$ cat src/design/mts_pkg.sv
// Shared types, codes and sizes for the min-tracking stack.
package mts_pkg;

  localparam int unsigned DEPTH = 1024;
  localparam int unsigned CNT_W = $clog2(DEPTH + 1);

  localparam int unsigned DATA_W = 32;
  localparam int unsigned ACT_W = 2;
  localparam int unsigned STAT_W = 2;
  localparam int unsigned FILL_W = 11;

  typedef logic [CNT_W-1:0] cnt_t;
  typedef logic signed [DATA_W-1:0] data_t;

  localparam logic [ACT_W-1:0] ACT_PUSH = 2'd0;
  localparam logic [ACT_W-1:0] ACT_POP = 2'd1;
  localparam logic [ACT_W-1:0] ACT_QUERY = 2'd2;

  localparam logic [STAT_W-1:0] ST_OK = 2'd0;
  localparam logic [STAT_W-1:0] ST_FULL = 2'd1;
  localparam logic [STAT_W-1:0] ST_EMPTY = 2'd2;

  typedef struct packed {
    logic v_push;
    logic v_pop;
    logic m_push;
    logic m_pop;
  } mts_shift_t;

endpackage

$ cat src/design/mts_cell.sv
// One stack slot holding a value entry and a minimum entry, shifting with its neighbors.
module mts_cell (
  input  logic               clk,
  input  mts_pkg::mts_shift_t shift,
  input  mts_pkg::data_t     v_above,
  input  mts_pkg::data_t     m_above,
  input  mts_pkg::data_t     v_below,
  input  mts_pkg::data_t     m_below,
  output mts_pkg::data_t     v_q,
  output mts_pkg::data_t     m_q
);
  import mts_pkg::*;

  data_t v_r, v_nxt;
  data_t m_r, m_nxt;

  always_comb begin
    v_nxt = v_r;
    if (shift.v_push) begin
      v_nxt = v_above;
    end else if (shift.v_pop) begin
      v_nxt = v_below;
    end
    m_nxt = m_r;
    if (shift.m_push) begin
      m_nxt = m_above;
    end else if (shift.m_pop) begin
      m_nxt = m_below;
    end
  end

  always_ff @(posedge clk) begin
    v_r <= v_nxt;
    m_r <= m_nxt;
  end

  assign v_q = v_r;
  assign m_q = m_r;

endmodule

$ cat config.mk
export PLATFORM = sky130hd
export DESIGN_NAME = mts_cell
export DESIGN_NICKNAME = d
export VERILOG_FILES = /design/src/design/mts_pkg.sv /design/src/design/mts_cell.sv
export SDC_FILE = /design/constraint.sdc
export NUM_CORES = 1
export LEC_CHECK = 0
export ABC_AREA = 1
export BUFFER_PORTS_ARGS = -buffer_cell sky130_fd_sc_hd__buf_2
export CORE_UTILIZATION = 45
export CTS_CLUSTER_DIAMETER = 40
export DETAILED_ROUTE_END_ITERATION = 12
export GPL_TIMING_DRIVEN = 0
export PLACE_DENSITY_LB_ADDON = 0.2
export SETUP_SLACK_MARGIN = 0.15
export SYNTH_ARGS = -nofsm -noshare
export SYNTH_HDL_FRONTEND = slang
export SYNTH_SLANG_ARGS = --single-unit
$ cat constraint.sdc
create_clock -name clk -period 1.6 [get_ports clk]
set_input_delay 0.08 -clock clk [delete_from_list [all_inputs] [get_ports clk]]
set_output_delay 0.08 -clock clk [all_outputs]
set_load 0.005 [all_outputs]
# Word level (Yosys, flattened, before mapping)

Cells that the tools add are included.

Word-level logic and storage cells: 8
Bits in registers: 64
ROM bits: 0
Bits in writable memories: 0
Output and inout bits: 64
Memories kept: 0
Latch bits: 0
Input bits: 133

Muxes and demuxes: 4
$mul: 0
Reductions and logical operators: 2
Bitwise gates (word level): 0
Div/mod/pow operators: 0
Order comparisons: 0
Eq/ne operators: 0
$add $sub $neg: 0
Shift operators: 0

Operators by type and width:

| cell              | count |
|---|---|
| $mux 32           | 4 |
| $reduce_bool 2->1 | 2 |

# Longest topological paths before layout

Word-level depth: 2
Gate-level depth with buffers: 5
Depth with buffers taken out: 3

# Worst setup path after synthesis

Ideal clock, no wire load.

Path type: input port to flip-flop
Start point: input port shift[3] (netlist bit)
End point: register v_r[0], in the netlist v_q[0], enable pin
Path slack: 0.546 ns
Cell stages on the path: 2
Required time: 1.270 ns
Path buffers: 1
Library setup time: 0.330 ns
Data arrival time: 0.725 ns
Cell sequence: buf_6 or2_2

Word-level cells in the longest chain between the ends: 1

RTL lines:

| element                            | line           | source |
|---|---|---|
| start: declaration                 | mts_cell.sv:4  | `input mts_pkg::mts_shift_t shift,` |
| $reduce_bool 2->1 (no source line) | -              |  |
| end signal: assignment             | mts_cell.sv:33 | `v_r <= v_nxt;` |
| end: declaration                   | mts_cell.sv:14 | `data_t v_r, v_nxt;` |

Every way passes these cells.
A chain may end at the register's enable or synchronous reset.

# Worst setup path in the final report

Start point: register m_r[17], in the netlist m_q[17]
End point: output port m_q[17]

RTL lines:

| element                  | line           | source |
|---|---|---|
| start: declaration       | mts_cell.sv:15 | `data_t m_r, m_nxt;` |
| start signal: assignment | mts_cell.sv:34 | `m_r <= m_nxt;` |
| end: declaration         | mts_cell.sv:10 | `output mts_pkg::data_t m_q` |

No word-level cell between the ends.

==> qor.csv <==
stage,metric,value,unit
worst_setup_path,maximum fanout along the worst path,1,
hold_path,type of the most critical hold path,in -> reg,
final_layout,Post-Layout Cell Count,557,
sta,final worst path period share,0.578,
floorplan,top-level port count,197,
synthesis,portion of the post-synthesis area used by sequential elements,0.665,
sta,number of setup violations in the final report,0,
floorplan,starting density of the core,0.477,
clocking,number of buffers created by CTS,9,
grt,maximum number of pins on one net before global-route repair,33,
clocking,buffer depth of the longest clock path,2,
hold_path,Hold Path Stages,3,
sta,slew at the pin with the worst max-slew slack,735,ps
routing,drt total wl,6.89,mm
floorplan,area of the placeable core,0.00606,mm^2
final_layout,Layout Area Growth over Synthesis,41.8,%
synthesis,Post-synth EDFFs,64,
grt,total routing usage reported by global routing,0.209,
floorplan,full die area,0.00675,mm^2
routing,number of iterations in the first detailed-routing pass,4,
routing,routed wire length per instance,12.4,um
final_layout,fraction of layout instances using a drive strength above 1,0.502,
final_layout,antenna diode count,0,
grt,remaining global-route overflow,0,
synthesis,"Top FF cell, synth",sky130_fd_sc_hd__edfxtp_1,
sta,FMAX,1.08,GHz
routing,final routed DRC violation total,0,
power_and_ir_drop,Static Leakage,2.18,nW
sta,final worst setup slack,676,ps
grt,via count of the first global-routing pass,2275,
place,placer's final routability congestion estimate,0.762,
hold_path,worst hold endpoint,m_q[5],
synthesis,multiplexer fraction of the synthesized cell area,0,
worst_setup_path,Crit Path Class,reg -> out,
hold_path,hold_sp,m_below[5],
synthesis,area share of the largest cell type after synthesis,0.665,
clocking,Setup Buffers After CTS,0,
routing,via count,2510,
synthesis,cells taking the most area after synthesis,"sky130_fd_sc_hd__edfxtp_1 (66%), sky130_fd_sc_hd__nand2_1 (22%), sky130_fd_sc_hd__nand2_2 (4.3%)",
grt,global routing usage on met1,0.209,
synthesis,cell accounting for the most synthesized area,sky130_fd_sc_hd__edfxtp_1,
routing,number of vias per cell,4.51,
synthesis,top-count cell post-synth,sky130_fd_sc_hd__nand2_1,
sta,hold slack final,19.1,ps
sta,worst relative slew slack,0.510,
clocking,number of sinks handled by clock tree synthesis,64,
clocking,clock-pin slew reported for the worst setup and hold paths after clock tree synthesis,60,ps
sta,max-slew violation count,0,
clocking,clk root buf,sky130_fd_sc_hd__clkbuf_8,
power_and_ir_drop,ratio of total power to cell area,932,mW/mm^2
grt,fraction of met3 tracks used by global routing,0.0857,
worst_setup_path,kind of end point of the critical path,output pin,
synthesis,Simple-Gate Fraction of Synth Area,0.271,
routing,number of DRC markers after the initial detailed-route iteration,73,
synthesis,warning count from the yosys run,0,
routing,remaining number of nets flagged by the antenna check after routing,0,
final_layout,Post-Layout Inst Area,0.00410,mm^2
worst_setup_path,worst endpoint required time,1520,ps
clocking,PostCTS Resize Cnt,0,
place,HPWL after detailed placement,5.38,mm
floorplan,Rows,28,
synthesis,"synthesized-area fraction occupied by ao, oa, aoi and oai cells",0,
flow_run,max-capacitance violation count,0,
sta,RSZ-0062 raised after global routing,false,
sta,number of hold-slack violations in the final timing report,0,
grt,GR Util met2,0.378,
place,worst setup slack after placement,365,ps
synthesis,Synth top cells by count,"sky130_fd_sc_hd__nand2_1 (172), sky130_fd_sc_hd__edfxtp_1 (64), sky130_fd_sc_hd__nand2_2 (20)",
grt,layer carrying the most global-route usage,met2,
clocking,H-tree depth reported by CTS,3,
worst_setup_path,"critical path, cell by cell",buf_2,
synthesis,number of instances in the synthesized netlist,274,
grt,global-route wire length before repair,10.1,mm
synthesis,synthesized-area fraction occupied by adder cells,0,
synthesis,async set-reset flop share out of synthesis,0,
clocking,TritonCTS clock tree,yes,
place,placed cells,543,
synthesis,synthesized area per cell,10.5,um^2
floorplan,die span in y,82.1,um
worst_setup_path,Setup crit start kind,flop,
power_and_ir_drop,Worst VDD drop,0.000645,V
synthesis,Yosys cell types,11,
synthesis,dominant combinational cell family by area after synthesis,simple AND/OR/NAND/NOR gates,
synthesis,area share of xor/xnor cells in the synthesized design,0,
synthesis,combined area of all synthesized cells,0.00289,mm^2
final_layout,count of fill cells added during filler insertion,490,
place,# port buffers,194,
worst_setup_path,Crit path buffers/inverters,1,
worst_setup_path,Slowest Stage Delay on Critical Path,380,ps
synthesis,total of flip-flops plus latches after synthesis,64,
worst_setup_path,arrival time at the worst endpoint,840,ps
final_layout,Nets,612,
worst_setup_path,Top delay family on crit path,flip-flops,
worst_setup_path,"Slowest-stage cell, CP",sky130_fd_sc_hd__edfxtp_1,
place,area post-placement,0.00396,mm^2
synthesis,Synthesized Nets,407,
status,result of the run,finished clean,
sta,time the worst path needs with I/O delays and setup,924,ps
clocking,CTS Hold Buffers Added,0,
grt,number of antenna violations at the first check in global routing,0,
sta,summed negative setup slack over all endpoints,0,ps
floorplan,Horiz. Die Dim,82.1,um
through the flow:
step,utilization,power [mW]
final,0.676,3.82
after CTS,0.676,3.86
after global routing,0.676,4.02
after detailed placement,0.653,2.78
after floorplan,-,2.39
after global placement,0.653,2.75
how the worst max path moves through the flow:
| stage | startpoint | end | slack [ps] | cells past startpoint |
|---|---|---|---|---|
| 3_3_place_gp | shift[3] | v_q[24] | 390 | 2 |
| 2_1_floorplan | shift[3] | v_q[0] | 550 | 2 |
| 4_1_cts | m_q[6] | m_q[6] | 650 | 1 |
| 3_5_place_dp | shift[3] | v_q[24] | 360 | 2 |
| 5_1_grt | m_q[17] | m_q[17] | 620 | 1 |
| 6_report | m_q[17] | m_q[17] | 680 | 1 |
logic make-up (layout without fill, tap and decap cells):
kind of cell           Yosys count  in the layout
buffers and inverters           16            224
AND/OR/NAND/NOR                194            194
flip-flops                      64             64
placed cells by master (no fill, tap or decap):
| cell type | synthesis | final |
|---|---|---|
| sky130_fd_sc_hd__inv_6 | 1 | 1 |
| sky130_fd_sc_hd__nand2_2 | 20 | 20 |
| sky130_fd_sc_hd__clkinv_1 | 0 | 1 |
| sky130_fd_sc_hd__or2_2 | 2 | 2 |
| sky130_fd_sc_hd__buf_4 | 2 | 2 |
| sky130_fd_sc_hd__edfxtp_1 | 64 | 64 |
| sky130_fd_sc_hd__buf_6 | 9 | 9 |
| sky130_fd_sc_hd__buf_8 | 1 | 1 |
| sky130_fd_sc_hd__clkbuf_1 | 0 | 3 |
| sky130_fd_sc_hd__inv_8 | 1 | 1 |
| sky130_fd_sc_hd__clkbuf_8 | 1 | 10 |
| sky130_fd_sc_hd__clkinv_2 | 0 | 1 |
| sky130_fd_sc_hd__buf_12 | 1 | 1 |
| sky130_fd_sc_hd__buf_2 | 0 | 194 |
| sky130_fd_sc_hd__nand2_1 | 172 | 172 |
flip-flops by register name (all words and copies together) (netlist names):
register	cells
v_q	32
m_q	32
per-layer routing:
layer  share of wire  vias to the layer above
met1            0.36                     1077
met4           0.014                        0
met5               0                        -
met2            0.52                      138
li1                -                     1285
met3            0.11                       10
final cells by class:
class	count	area [um^2]	area share
well taps	75	93.8	0.0229
plain buffers	14	165	0.0403
clock buffers	12	135	0.0330
flip-flops and latches	64	1920	0.469
multi-input cells	194	783	0.191
repair buffers	194	971	0.237
inverters	2	20.0	0.00488
clock inverters	2	8.76	0.00214
power breakdown:
| group | internal (mW) | switching (mW) | leakage, nW |
|---|---|---|---|
| Sequential | 2.06 | 0.0422 | 0.659 |
| Combinational | 0.325 | 0.309 | 1.44 |
| Clock | 0.539 | 0.545 | 0.0737 |
(Power assumes the default switching activity.)
